`src/rtl/evad_pkg.sv`:
```
package evad_pkg;

    localparam int REQ_W     = 2;
    localparam int SAMPLE_W  = 16;
    localparam int MS_W      = 10;
    localparam int DEC_W     = 2;
    localparam int FORMAT_W  = 1;
    localparam int LEVEL_W   = 31;
    localparam int RUN_W     = 16;
    localparam int SILENCE_W = 20;
    localparam int SQ_W      = 31;
    localparam int ENERGY_W  = 48;
    localparam int DATA_W    = 32;
    localparam int ADDR_W    = 4;
    localparam int REG_IDX_W = 2;

    localparam int MAX_BUFFER_SAMPLES_DEF = 4096;
    localparam int QUEUE_DEPTH            = 2;

    localparam logic [REQ_W-1:0] REQ_SAMPLE = 2'd0;
    localparam logic [REQ_W-1:0] REQ_ARM    = 2'd1;
    localparam logic [REQ_W-1:0] REQ_DISARM = 2'd2;

    localparam logic [DEC_W-1:0] DEC_NONE   = 2'd0;
    localparam logic [DEC_W-1:0] DEC_STOP   = 2'd1;
    localparam logic [DEC_W-1:0] DEC_CANCEL = 2'd2;

    localparam logic [REG_IDX_W-1:0] REG_FORMAT  = 2'd0;
    localparam logic [REG_IDX_W-1:0] REG_LEVEL   = 2'd1;
    localparam logic [REG_IDX_W-1:0] REG_RUN     = 2'd2;
    localparam logic [REG_IDX_W-1:0] REG_SILENCE = 2'd3;

    localparam logic [FORMAT_W-1:0]  FORMAT_RST  = 1'b0;
    localparam logic [LEVEL_W-1:0]   LEVEL_RST   = 31'd107374;
    localparam logic [RUN_W-1:0]     RUN_RST     = 16'd200;
    localparam logic [SILENCE_W-1:0] SILENCE_RST = 20'd7000;

    typedef struct packed {
        logic [FORMAT_W-1:0]  fmt;
        logic [LEVEL_W-1:0]   level;
        logic [RUN_W-1:0]     run_ms;
        logic [SILENCE_W-1:0] silence_ms;
    } cfg_t;

    typedef struct packed {
        logic [REQ_W-1:0] req;
        logic [SQ_W-1:0]  sq;
        logic             last;
        logic [MS_W-1:0]  ms;
    } cmd_t;

    typedef struct packed {
        logic [DEC_W-1:0] decision;
        logic             heard;
        logic             armed;
    } res_t;

endpackage

```
`src/rtl/evad_queue.sv`:
```
module evad_queue
    import evad_pkg::*;
#(
    parameter int W     = 8,
    parameter int DEPTH = QUEUE_DEPTH
)
(
    input  logic         clk,
    input  logic         rst_n,
    input  logic         push,
    input  logic [W-1:0] push_data,
    output logic         full,
    input  logic         pop,
    output logic [W-1:0] pop_data,
    output logic         empty
);

    localparam int PTR_W = (DEPTH > 1) ? $clog2(DEPTH) : 1;
    localparam int CNT_W = $clog2(DEPTH + 1);

    logic [W-1:0]     slot_reg [DEPTH];
    logic [PTR_W-1:0] wr_ptr_reg;
    logic [PTR_W-1:0] wr_ptr_next;
    logic [PTR_W-1:0] rd_ptr_reg;
    logic [PTR_W-1:0] rd_ptr_next;
    logic [CNT_W-1:0] count_reg;
    logic [CNT_W-1:0] count_next;
    logic             do_push;
    logic             do_pop;

    assign full     = (count_reg == CNT_W'(DEPTH));
    assign empty    = (count_reg == '0);
    assign do_push  = push && !full;
    assign do_pop   = pop && !empty;
    assign pop_data = slot_reg[rd_ptr_reg];

    always_comb
    begin
        wr_ptr_next = wr_ptr_reg;
        rd_ptr_next = rd_ptr_reg;
        count_next  = count_reg;
        if (do_push)
        begin
            wr_ptr_next = (wr_ptr_reg == PTR_W'(DEPTH - 1)) ? '0 : wr_ptr_reg + PTR_W'(1);
        end
        if (do_pop)
        begin
            rd_ptr_next = (rd_ptr_reg == PTR_W'(DEPTH - 1)) ? '0 : rd_ptr_reg + PTR_W'(1);
        end
        if (do_push && !do_pop)
        begin
            count_next = count_reg + CNT_W'(1);
        end
        else if (do_pop && !do_push)
        begin
            count_next = count_reg - CNT_W'(1);
        end
    end

    always_ff @(posedge clk or negedge rst_n)
    begin
        if (!rst_n)
        begin
            wr_ptr_reg <= '0;
            rd_ptr_reg <= '0;
            count_reg  <= '0;
        end
        else
        begin
            wr_ptr_reg <= wr_ptr_next;
            rd_ptr_reg <= rd_ptr_next;
            count_reg  <= count_next;
        end
    end

    always_ff @(posedge clk)
    begin
        if (do_push)
        begin
            slot_reg[wr_ptr_reg] <= push_data;
        end
    end

endmodule

```
`src/rtl/evad_front.sv`:
```
module evad_front
    import evad_pkg::*;
(
    input  logic                clk,
    input  logic                rst_n,
    input  cfg_t                cfg,
    input  logic                push,
    output logic                full,
    input  logic [REQ_W-1:0]    req_type,
    input  logic [SAMPLE_W-1:0] sample_bits,
    input  logic                buffer_last,
    input  logic [MS_W-1:0]     buffer_ms,
    output logic                cmd_push,
    output cmd_t                cmd_data,
    input  logic                cmd_full
);

    logic                 stage_valid_reg;
    logic                 stage_valid_next;
    cmd_t                 stage_reg;
    cmd_t                 stage_next;
    logic                 advance;
    logic                 accept;
    logic [SAMPLE_W-1:0]  mag16;
    logic [7:0]           mag8;
    logic [SAMPLE_W-1:0]  mag;
    logic [2*SAMPLE_W-1:0] sq_full;

    assign advance  = !stage_valid_reg || !cmd_full;
    assign full     = !advance;
    assign accept   = push && advance;
    assign cmd_push = stage_valid_reg;
    assign cmd_data = stage_reg;

    // square the sample magnitude in Q1.15
    always_comb
    begin
        mag16   = sample_bits[SAMPLE_W-1] ? (~sample_bits + SAMPLE_W'(1)) : sample_bits;
        mag8    = sample_bits[7] ? {1'b0, sample_bits[6:0]} : (8'd128 - sample_bits[7:0]);
        mag     = cfg.fmt[0] ? {mag8, 8'h00} : mag16;
        sq_full = mag * mag;

        stage_next.req  = req_type;
        stage_next.sq   = sq_full[SQ_W-1:0];
        stage_next.last = buffer_last;
        stage_next.ms   = buffer_ms;

        stage_valid_next = accept ? 1'b1 : (advance ? 1'b0 : stage_valid_reg);
    end

    always_ff @(posedge clk or negedge rst_n)
    begin
        if (!rst_n)
        begin
            stage_valid_reg <= 1'b0;
        end
        else
        begin
            stage_valid_reg <= stage_valid_next;
        end
    end

    always_ff @(posedge clk)
    begin
        if (accept)
        begin
            stage_reg <= stage_next;
        end
    end

endmodule

```
`src/rtl/evad_back.sv`:
```
module evad_back
    import evad_pkg::*;
#(
    parameter int MAX_BUFFER_SAMPLES = MAX_BUFFER_SAMPLES_DEF
)
(
    input  logic clk,
    input  logic rst_n,
    input  cfg_t cfg,
    input  logic cmd_empty,
    input  cmd_t cmd_data,
    output logic cmd_pop,
    input  logic res_full,
    output logic res_push,
    output res_t res_data
);

    localparam int TALLY_W = $clog2(MAX_BUFFER_SAMPLES + 1);
    localparam int PROD_W  = LEVEL_W + TALLY_W;
    localparam int CMP_W   = ((PROD_W > ENERGY_W) ? PROD_W : ENERGY_W) + 1;

    logic                 active_reg;
    logic                 active_next;
    logic                 heard_reg;
    logic                 heard_next;
    logic [SILENCE_W-1:0] quiet_reg;
    logic [SILENCE_W-1:0] quiet_next;
    logic [RUN_W-1:0]     loud_reg;
    logic [RUN_W-1:0]     loud_next;
    logic [ENERGY_W-1:0]  energy_reg;
    logic [ENERGY_W-1:0]  energy_next;
    logic [TALLY_W-1:0]   tally_reg;
    logic [TALLY_W-1:0]   tally_next;
    logic [PROD_W-1:0]    prod_reg;
    logic [PROD_W-1:0]    prod_next;

    logic                 is_sample;
    logic                 inc;
    logic [ENERGY_W-1:0]  energy_acc;
    logic [CMP_W-1:0]     limit;
    logic                 loud;
    logic [RUN_W:0]       loud_sum;
    logic [RUN_W-1:0]     loud_sat;
    logic                 loud_hit;
    logic [SILENCE_W:0]   quiet_sum;
    logic [SILENCE_W-1:0] quiet_sat;
    logic                 quiet_hit;
    logic [DEC_W-1:0]     decision;

    assign cmd_pop  = !cmd_empty && !res_full;
    assign res_push = cmd_pop;

    always_comb
    begin
        is_sample  = (cmd_data.req == REQ_SAMPLE) && active_reg;
        inc        = is_sample && (tally_reg < TALLY_W'(MAX_BUFFER_SAMPLES));
        energy_acc = energy_reg + (inc ? ENERGY_W'(cmd_data.sq) : '0);
        // level * tally after this sample, from the product of the tally before it
        limit      = CMP_W'(prod_reg) + (inc ? CMP_W'(cfg.level) : '0);
        loud       = (CMP_W'(energy_acc) >= limit);

        loud_sum   = {1'b0, loud_reg} + (RUN_W + 1)'(cmd_data.ms);
        loud_sat   = loud_sum[RUN_W] ? '1 : loud_sum[RUN_W-1:0];
        loud_hit   = (loud_sat >= cfg.run_ms);
        quiet_sum  = {1'b0, quiet_reg} + (SILENCE_W + 1)'(cmd_data.ms);
        quiet_sat  = quiet_sum[SILENCE_W] ? '1 : quiet_sum[SILENCE_W-1:0];
        quiet_hit  = (quiet_sat >= cfg.silence_ms);

        active_next = active_reg;
        heard_next  = heard_reg;
        quiet_next  = quiet_reg;
        loud_next   = loud_reg;
        energy_next = energy_reg;
        tally_next  = tally_reg;
        decision    = DEC_NONE;

        if (cmd_pop)
        begin
            unique case (cmd_data.req)
                REQ_ARM:
                begin
                    if (!active_reg)
                    begin
                        heard_next  = 1'b0;
                        quiet_next  = '0;
                        loud_next   = '0;
                        energy_next = '0;
                        tally_next  = '0;
                        active_next = 1'b1;
                    end
                end
                REQ_DISARM:
                begin
                    active_next = 1'b0;
                    energy_next = '0;
                    tally_next  = '0;
                end
                REQ_SAMPLE:
                begin
                    if (active_reg)
                    begin
                        if (inc)
                        begin
                            energy_next = energy_acc;
                            tally_next  = tally_reg + TALLY_W'(1);
                        end
                        if (cmd_data.last)
                        begin
                            energy_next = '0;
                            tally_next  = '0;
                            if (loud && loud_hit)
                            begin
                                loud_next  = loud_sat;
                                heard_next = 1'b1;
                                quiet_next = '0;
                            end
                            else
                            begin
                                loud_next  = loud ? loud_sat : '0;
                                quiet_next = quiet_sat;
                                if (quiet_hit)
                                begin
                                    active_next = 1'b0;
                                    decision    = heard_reg ? DEC_STOP : DEC_CANCEL;
                                end
                            end
                        end
                    end
                end
                default:
                begin
                end
            endcase
        end

        prod_next = PROD_W'(cfg.level) * PROD_W'(tally_next);

        res_data.decision = decision;
        res_data.heard    = heard_next;
        res_data.armed    = active_next;
    end

    always_ff @(posedge clk or negedge rst_n)
    begin
        if (!rst_n)
        begin
            active_reg <= 1'b0;
            heard_reg  <= 1'b0;
            quiet_reg  <= '0;
            loud_reg   <= '0;
            energy_reg <= '0;
            tally_reg  <= '0;
            prod_reg   <= '0;
        end
        else
        begin
            active_reg <= active_next;
            heard_reg  <= heard_next;
            quiet_reg  <= quiet_next;
            loud_reg   <= loud_next;
            energy_reg <= energy_next;
            tally_reg  <= tally_next;
            prod_reg   <= prod_next;
        end
    end

endmodule

```
`src/rtl/energy_voice_activity_autostop_top.sv`:
```
// Channel  | Handshake            | Payload
// ---------+----------------------+------------------------------------------------
// input    | push / full          | req_type, sample_bits, buffer_last, buffer_ms
// result   | pop / empty          | decision, speech_heard, armed
// config   | psel/penable/pwrite  | paddr, pwdata, prdata; pready tied high
//
// One item per cycle unless stalled; the front squares the sample (16x16 multiplier),
// the back updates the state with one 49-bit compare against a registered level*tally.
// A result passes the front stage register, the command queue and the result queue.
// Reset clears all control state; the configuration registers take their defaults.
// Stalled results fill both two-entry queues and the front stage, then raise full.
module energy_voice_activity_autostop_top
    import evad_pkg::*;
#(
    parameter int MAX_BUFFER_SAMPLES = MAX_BUFFER_SAMPLES_DEF
)
(
    input  logic                clk,
    input  logic                rst_n,
    input  logic                psel,
    input  logic                penable,
    input  logic                pwrite,
    input  logic [ADDR_W-1:0]   paddr,
    input  logic [DATA_W-1:0]   pwdata,
    output logic [DATA_W-1:0]   prdata,
    output logic                pready,
    input  logic                push,
    output logic                full,
    input  logic [REQ_W-1:0]    req_type,
    input  logic [SAMPLE_W-1:0] sample_bits,
    input  logic                buffer_last,
    input  logic [MS_W-1:0]     buffer_ms,
    output logic                empty,
    input  logic                pop,
    output logic [DEC_W-1:0]    decision,
    output logic                speech_heard,
    output logic                armed
);

    cfg_t                 cfg_reg;
    cfg_t                 cfg_next;
    logic                 cfg_we;
    logic [REG_IDX_W-1:0] reg_idx;

    logic cmd_push;
    cmd_t cmd_in;
    logic cmd_full;
    logic cmd_pop;
    cmd_t cmd_out;
    logic cmd_empty;
    logic res_push;
    res_t res_in;
    logic res_full;
    res_t res_out;

    assign pready  = 1'b1;
    assign cfg_we  = psel && penable && pwrite && pready;
    assign reg_idx = paddr[ADDR_W-1:2];

    always_comb
    begin
        cfg_next = cfg_reg;
        prdata   = '0;
        unique case (reg_idx)
            REG_FORMAT:
            begin
                prdata = DATA_W'(cfg_reg.fmt);
                if (cfg_we)
                begin
                    cfg_next.fmt = pwdata[FORMAT_W-1:0];
                end
            end
            REG_LEVEL:
            begin
                prdata = DATA_W'(cfg_reg.level);
                if (cfg_we)
                begin
                    cfg_next.level = pwdata[LEVEL_W-1:0];
                end
            end
            REG_RUN:
            begin
                prdata = DATA_W'(cfg_reg.run_ms);
                if (cfg_we)
                begin
                    cfg_next.run_ms = pwdata[RUN_W-1:0];
                end
            end
            REG_SILENCE:
            begin
                prdata = DATA_W'(cfg_reg.silence_ms);
                if (cfg_we)
                begin
                    cfg_next.silence_ms = pwdata[SILENCE_W-1:0];
                end
            end
            default:
            begin
            end
        endcase
    end

    always_ff @(posedge clk or negedge rst_n)
    begin
        if (!rst_n)
        begin
            cfg_reg.fmt        <= FORMAT_RST;
            cfg_reg.level      <= LEVEL_RST;
            cfg_reg.run_ms     <= RUN_RST;
            cfg_reg.silence_ms <= SILENCE_RST;
        end
        else
        begin
            cfg_reg <= cfg_next;
        end
    end

    evad_front u_front (
        .clk         (clk),
        .rst_n       (rst_n),
        .cfg         (cfg_reg),
        .push        (push),
        .full        (full),
        .req_type    (req_type),
        .sample_bits (sample_bits),
        .buffer_last (buffer_last),
        .buffer_ms   (buffer_ms),
        .cmd_push    (cmd_push),
        .cmd_data    (cmd_in),
        .cmd_full    (cmd_full)
    );

    evad_queue #(
        .W     ($bits(cmd_t)),
        .DEPTH (QUEUE_DEPTH)
    ) u_cmd_queue (
        .clk       (clk),
        .rst_n     (rst_n),
        .push      (cmd_push),
        .push_data (cmd_in),
        .full      (cmd_full),
        .pop       (cmd_pop),
        .pop_data  (cmd_out),
        .empty     (cmd_empty)
    );

    evad_back #(
        .MAX_BUFFER_SAMPLES (MAX_BUFFER_SAMPLES)
    ) u_back (
        .clk       (clk),
        .rst_n     (rst_n),
        .cfg       (cfg_reg),
        .cmd_empty (cmd_empty),
        .cmd_data  (cmd_out),
        .cmd_pop   (cmd_pop),
        .res_full  (res_full),
        .res_push  (res_push),
        .res_data  (res_in)
    );

    evad_queue #(
        .W     ($bits(res_t)),
        .DEPTH (QUEUE_DEPTH)
    ) u_res_queue (
        .clk       (clk),
        .rst_n     (rst_n),
        .push      (res_push),
        .push_data (res_in),
        .full      (res_full),
        .pop       (pop),
        .pop_data  (res_out),
        .empty     (empty)
    );

    assign decision     = res_out.decision;
    assign speech_heard = res_out.heard;
    assign armed        = res_out.armed;

    a_end_disarms: assert property (@(posedge clk) disable iff (!rst_n)
        (!empty && decision != DEC_NONE) |-> !armed)
        else $error("take end result still armed");

    a_stop_heard: assert property (@(posedge clk) disable iff (!rst_n)
        (!empty && decision == DEC_STOP) |-> speech_heard)
        else $error("stop without speech heard");

    a_cancel_quiet: assert property (@(posedge clk) disable iff (!rst_n)
        (!empty && decision == DEC_CANCEL) |-> !speech_heard)
        else $error("cancel with speech heard");

endmodule
```
`config.mk`:
```
export PLATFORM = sky130hd
export DESIGN_NAME = energy_voice_activity_autostop_top
export DESIGN_NICKNAME = d
export VERILOG_FILES = /design/src/rtl/evad_pkg.sv /design/src/rtl/evad_queue.sv /design/src/rtl/evad_front.sv /design/src/rtl/evad_back.sv /design/src/rtl/energy_voice_activity_autostop_top.sv
export SDC_FILE = /design/constraint.sdc
export NUM_CORES = 2
export LEC_CHECK = 0
export BUFFER_PORTS_ARGS = -buffer_cell sky130_fd_sc_hd__buf_2
export CAP_MARGIN = 20
export CORE_ASPECT_RATIO = 0.8
export CORE_MARGIN = 3
export CORE_UTILIZATION = 44
export DETAILED_ROUTE_END_ITERATION = 10
export HOLD_SLACK_MARGIN = 0.03
export PLACE_DENSITY_LB_ADDON = 0.1
export SLEW_MARGIN = 30
export SYNTH_ARGS = -nofsm -noshare
export SYNTH_HDL_FRONTEND = slang
export SYNTH_SLANG_ARGS = --single-unit
```
`constraint.sdc`:
```
create_clock -name clk -period 9.55 [get_ports clk]
set_clock_uncertainty 0.05 [all_clocks]
set_input_delay 0.4775 -clock clk [delete_from_list [all_inputs] [get_ports clk]]
set_output_delay 0.4775 -clock clk [all_outputs]
set_load 0.01 [all_outputs]
```
## Word-level counts from Yosys, hierarchy flattened

Memory sizes are Yosys's and may differ from the RTL's.
Cells that the tools add are included.

- Register bits: 264
- Bits in writable memories: 96
- Output and inout bits: 39
- Logic and storage cells: 161
- Memories kept: 2

- $add $sub $neg: 15
- Multiply operators: 2
- $lt $le $gt $ge: 4
- Equal/unequal tests: 11
- Mux-type cells: 63
- Bitwise logic cells: 1
- Reduce and logical (&&, ||, !) cells: 41

Memory list:

| name | words | bits a word | rd ports | clocked after memory_dff | wr ports | RTL line | source |
|---|---|---|---|---|---|---|---|
| u_cmd_queue.slot_reg | 2 | 44 | 1 | 0 | 1 | evad_queue.sv:21 | `logic [W-1:0] slot_reg [DEPTH];` |
| u_res_queue.slot_reg | 2 | 4 | 1 | 0 | 1 | evad_queue.sv:21 |  |

Operators with widths:

| operator | number |
|---|---|
| 2-to-1 mux 48 bit | 4 |
| one-hot mux 48 bit (3 select lines) | 1 |
| 2-to-1 mux 16 bit | 8 |
| one-hot mux 32 bit (4 select lines) | 1 |
| 2-to-1 mux 20 bit | 5 |
| 2-to-1 mux 13 bit | 5 |
| 2-to-1 mux 31 bit | 2 |
| adder 44 x 49 -> 49 bit | 1 |
| >= comparator 48 x 49 -> 1 bit | 1 |
| adder 48 bit | 1 |
| multiplier 31 x 13 -> 44 bit | 1 |
| one-hot mux 20 bit (2 select lines) | 1 |
| one-hot mux 13 bit (3 select lines) | 1 |
| one-hot mux 16 bit (2 select lines) | 1 |
| multiplier 16 x 16 -> 31 bit | 1 |
| 2-to-1 mux 2 bit | 11 |
| adder 20 x 10 -> 21 bit | 1 |
| >= comparator 20 bit | 1 |
| 2-to-1 mux 1 bit | 20 |
| adder 16 x 10 -> 17 bit | 1 |
| adder 16 x 1 -> 16 bit, second input constant | 1 |
| >= comparator 16 bit | 1 |
| NOT 16 bit | 1 |
| logical AND 1 bit | 15 |
| 21 further kinds | 51 |

## Logic depth before layout (Yosys ltp)

An unclocked memory read counts as a cell.

- Depth after elaboration: 13
- Mapped depth: 33
- Depth with buffers taken out: 32

## Modules after synthesis

Synthesis repeated with hierarchy kept, for this count alone.

- Cell total of the unflattened synthesis: 4244
- Area, all modules: 41120.7 um2

By module, submodules not included:

| module | instances | cells an instance | area each (um2) |
|---|---|---|---|
| evad_back | 1 | 2904 | 24876.4 |
| evad_front | 1 | 941 | 8938.6 |
| evad_queue at u_cmd_queue | 1 | 156 | 3572.2 |
| energy_voice_activity_autostop_top | 1 | 212 | 3251.9 |
| evad_queue at u_res_queue | 1 | 31 | 481.7 |

## Worst setup path before layout

Ideal clock, no wire load.

- Path kind: input port to flip-flop
- Start: input sample_bits[0]
- End: register u_front.stage_reg (netlist bit u_front.cmd_data[40]) (data pin)
- Arrival: 7.929 ns
- Setup slack: 1.313 ns
- Stages: 29
- Path through: inv_1 -> clkbuf_1 -> ha_1 -> or3b_2 -> or3_1 -> o31ai_1 -> xor2_1 -> o21a_1 -> clkbuf_1 -> inv_1 -> nand2_1 -> fa_1 -> inv_1 -> fa_1 -> fa_1 -> fa_1 -> inv_1 -> fa_1 -> inv_1 -> fa_1 -> ha_1 -> a21oi_1 -> nand3_1 -> a21oi_1 -> nor3b_1 -> or3_1 -> a31o_2 -> a21oi_1 -> xnor2_1

- Word-level cells in the longest chain between the ends: 5
- Elaborated cells on any way between the ends: 7
- Those cells by class: add/sub: 2; mul: 1; mux: 3; bitwise: 1

Ends and longest elaborated chain:

| what | RTL line | source |
|---|---|---|
| start: declaration | energy_voice_activity_autostop_top.sv:30 | `input logic [SAMPLE_W-1:0] sample_bits,` |
| NOT 16 bit | evad_front.sv:38 | `mag16 = sample_bits[SAMPLE_W-1] ? (~sample_bits + SAMPLE_W'(1)) : sample_bits;` |
| adder 16 x 1 -> 16 bit | evad_front.sv:38 |  |
| 2-to-1 mux 16 bit | evad_front.sv:38 |  |
| 2-to-1 mux 16 bit (*) | evad_front.sv:40 | `mag = cfg.fmt[0] ? {mag8, 8'h00} : mag16;` |
| multiplier 16 x 16 -> 31 bit (*) | evad_front.sv:41 | `sq_full = mag * mag;` |
| net u_front.sq_full[29] | evad_front.sv:27 | `logic [2*SAMPLE_W-1:0] sq_full;` |
| end signal: assignment | evad_front.sv:67 | `stage_reg <= stage_next;` |
| end: declaration | evad_front.sv:20 | `cmd_t stage_reg;` |

Mark *: on every way through the listed nets, which the timed path passes. The rest lies on a longest branch.
A chain may end at the register's enable or synchronous reset.

## Worst setup path in the final report

- Start: register u_cmd_queue.rd_ptr_reg
- End: register u_back.prod_reg[42]

- Word-level cells in the longest chain between the ends: 10
- Elaborated cells on any way between the ends: 12
- Those cells by class: mul: 1; eq/ne: 2; mux: 5; reduce/logical: 3; memory: 1

Ends and longest elaborated chain:

| what | RTL line | source |
|---|---|---|
| start: declaration | evad_queue.sv:24 | `logic [PTR_W-1:0] rd_ptr_reg;` |
| start signal: assignment | evad_queue.sv:71 | `rd_ptr_reg <= rd_ptr_next;` |
| memory (2 x 44 bit) (*) | n/a |  |
| zero test 2 bit | evad_back.sv:55, evad_back.sv:79 |  |
| logical AND 1 bit | evad_back.sv:55 | `is_sample = (cmd_data.req == REQ_SAMPLE) && active_reg;` |
| logical AND 1 bit | evad_back.sv:56 | `inc = is_sample && (tally_reg < TALLY_W'(MAX_BUFFER_SAMPLES));` |
| 2-to-1 mux 13 bit | evad_back.sv:102 | `if (inc)` |
| 2-to-1 mux 13 bit | evad_back.sv:107 | `if (cmd_data.last)` |
| 2-to-1 mux 13 bit | evad_back.sv:100 | `if (active_reg)` |
| one-hot mux 13 bit (3 select lines) (*) | evad_back.sv:79 | `unique case (cmd_data.req)` |
| 2-to-1 mux 13 bit (*) | evad_back.sv:77 | `if (cmd_pop)` |
| multiplier 31 x 13 -> 44 bit (*) | evad_back.sv:136 | `prod_next = PROD_W'(cfg.level) * PROD_W'(tally_next);` |
| net u_back.prod_next[42] | evad_back.sv:35 | `logic [PROD_W-1:0] prod_next;` |
| end signal: assignment | evad_back.sv:163 | `prod_reg <= prod_next;` |
| end: declaration | evad_back.sv:34 | `logic [PROD_W-1:0] prod_reg;` |

Marks and branches as above.

==> impl_metrics.csv <==
group,metric,value,unit
grt,met1_usage,35.3,%
floorplan,die_y,276,um
yosys,yosysWarningCount,0,
yosys,synth.most_common_cell,"inv_1",
status,run_status,"completed",
worst_setup_path,critPathMaxStageDelay,0.57,ns
yosys,synth_cell_types,84,
route,drt_first_pass_iters,5,
grt,grt_pass1_vias,30100,
route,drtIter0Drc,2010,
sta,setup-violations-final,0,
floorplan,die_w,343,um
pwr,vdd_drop_max,820,uV
pwr,power,0.0150,W
pwr,seqPwrFrac,18.7,%
route,viasPerCell,5.38,
floorplan,die-area,94700,um2
placed_design,numPortBuffers,105,
grt,grt_first_pass_wirelength,172,mm
placed_design,gp_congestion,0.869,
cts,insertion_delay,0.61,ns
placed_design,placed_area,42100,um2
grt,grt_usage,23.1,%
yosys,synth.largest_area_cell,"fa_1",
yosys,synth_cells,4176,
yosys,synthFlopType,"dfrtp_1",
sta,relSlewSlack,34.3,%
floorplan,start_util,44.6,%
finish,fin_nets,5168,
worst_setup_path,worstSetupEndpointType,"flip-flop",
yosys,syn_avg_cell_area,9.59,um2
route,via_count,29500,
pwr,intPower,0.00758,W
cts,clock_path_buffers,3,
worst_setup_path,worstSetupPathType,"reg -> reg",
worst_setup_path,startpoint_type,"flip-flop",
route,routed_wl,106,mm
cts,cts_root_buf,"clkbuf_16",
placed_design,dpl.hpwl,83.6,mm
yosys,synth_commonest_cells,"inv_1 (590), fa_1 (487), nand2_1 (465)",
pwr,switchingPower,0.00740,W
sta,drv_slew,0,
min_path,min_path_type,"in -> reg",
yosys,ys_ff_latch,357,
pwr,clkPwrFrac,11.6,%
yosys,synth.top_cell.area_share,24.3,%
pwr,p_leak,21.5,nW
grt,met3_usage,4.34,%
sta,setup_tns,0,ns
worst_setup_path,crit_fanout,14,
yosys,ys_async_sr_fraction,61.6,%
grt,top_usage_layer,"met1",
sta,max_freq,0.114,GHz
sta,hold_viol_final,0,
grt,grt_max_degree,136,
grt,grt-ovfl-total,0,
finish,antenna_cells,0,
worst_setup_path,crit_top_cell,"fa_1",
sta,post-route-period-util,91.9,%
floorplan,row_count,98,
worst_setup_path,cp_data_required_time,9.96,ns
cts,cts_tree,"done",
route,drt-wirelength-per-cell,19.3,um
worst_setup_path,critPathSlowestCell,"fa_1",
finish,design_area,43800,um2
pwr,power_frac_comb,69.7,%
placed_design,dp.cells,5395,
floorplan,core-area,89800,um2
finish,area_growth_syn_to_layout,9.35,%
job,maxCapViolCount,0,
sta,hold_slack,0.0618,ns
cts,clk_pin_slew_worst_paths,0.07,ns
finish,largest_reg_flops,86,
yosys,ys_seq_area_share,24.1,%
pwr,swShare,49.4,%
cts,htree_levels,2,
grt,antenna_found_initial,1,
sta,rsz0062_at_grt,"false",
yosys,synthTopCellsByArea,"fa_1 (24%), dfrtp_1 (12%), ha_1 (11%)",
route,drt_drc_violations_left,0,
floorplan,ios,111,
cts,cts_made_buffers,42,
worst_setup_path,crit_arrival,9.19,ns
sta,fin_crit,8.78,ns
finish,instances_no_fill,5491,
route,final_antenna_net_count,0,
sta,worst_pin_slew,0.977,ns
cts,post_cts_resized,0,
yosys,synth_edf_count,137,
finish,layout-drive-gt1-share,9.44,%
pwr,powerDensity,342,nW/um2
grt,met2_usage,34.0,%
yosys,syn_area,40100,um2
cts,clkSinkCount,357,
power groups by stage:
stage	registers, W	logic [W]	clock network (W)
after global routing	0.00286	0.0119	0.00184
after CTS	0.00280	0.0105	0.00178
final	0.00280	0.0104	0.00174
after floorplan	0.00260	0.00767	0
after global placement	0.00282	0.0103	0
after detailed placement	0.00283	0.0103	0
through the flow:
step           worst slack (ns)  util [%]
6_report                  0.773      48.8
3_3_place_gp              0.629      46.9
5_1_grt                   0.162      48.8
4_1_cts                   0.789      48.8
3_5_place_dp              0.592      46.9
2_1_floorplan              1.31         -
cell families after synthesis:
group	count (synthesis)	share of synthesized area [%]
other cells	2	0.0187
mux	120	3.28
flops	357	24.1
xor+xnor	191	4.18
fa+ha+maj	838	35.3
simple gates	1196	14.1
buf+inv	765	7.30
compound gates	707	11.7
layout make-up:
cell class | instances | area [um2]
fillers | 8603 | 46000
well taps | 1200 | 1500
multi-input cells | 3062 | 27600
clock buffers | 52 | 1110
inverters | 597 | 2240
clock inverters | 25 | 369
flip-flops and latches | 357 | 9650
repair buffers | 198 | 1290
timing repair:
action,4_1_cts,5_1_grt
hold buffers,19,0
endpoints found under the hold margin,103,0
buffers inserted,0,0
setup endpoints to repair,0,0
layer usage:
| layer | vias up | routed length [um] |
|---|---|---|
| li1 | 14000 | - |
| met4 | 2 | 1930 |
| met2 | 752 | 44500 |
| met5 | - | 12 |
| met1 | 14700 | 52500 |
| met3 | 111 | 7030 |
worst paths after layout:
path,endpoint,cells after the start,startpoint,slack [ns]
min reg2reg,u_cmd_queue.slot_reg[0][13],0,u_front.cmd_data[13],0.39
max in group asynchronous,cfg_reg[53],3,rst_n,7.74
min,cfg_reg[31],3,pwdata[11],0.06
max reg2reg,u_back.prod_reg[42],27,u_cmd_queue.rd_ptr_reg,0.77
max,u_back.prod_reg[42],27,u_cmd_queue.rd_ptr_reg,0.77
min in group asynchronous,u_back.energy_reg[13],2,rst_n,0.47
placed cells by master (no fill, tap or decap), drive strengths merged, types with 44 or more instances in the layout:
| master | count |
|---|---|
| xor2 | 70 |
| nand3 | 58 |
| buf | 179 |
| nand2 | 465 |
| mux2 | 75 |
| a21o | 66 |
| mux2i | 44 |
| o21ai | 171 |
| and2 | 207 |
| xnor2 | 121 |
| ha | 351 |
| nor2 | 250 |
| a22o | 46 |
| dfrtp | 200 |
| fa | 487 |
| inv | 595 |
| clkbuf | 52 |
| edfxtp | 137 |
| a21oi | 164 |
critical path: cells and delay by family (launching register included):
family | cells | cell delay (ns)
AOI/OAI and AO/OA | 9 | 2.65
DFF | 1 | 0.37
adders and majority gates | 6 | 3.07
xor gates and xnor gates | 1 | 0.15
and+or+nand+nor | 5 | 1.17
muxes | 1 | 0.42
buffers and inverters | 5 | 0.74
Power figures use the tool's default switching activity.
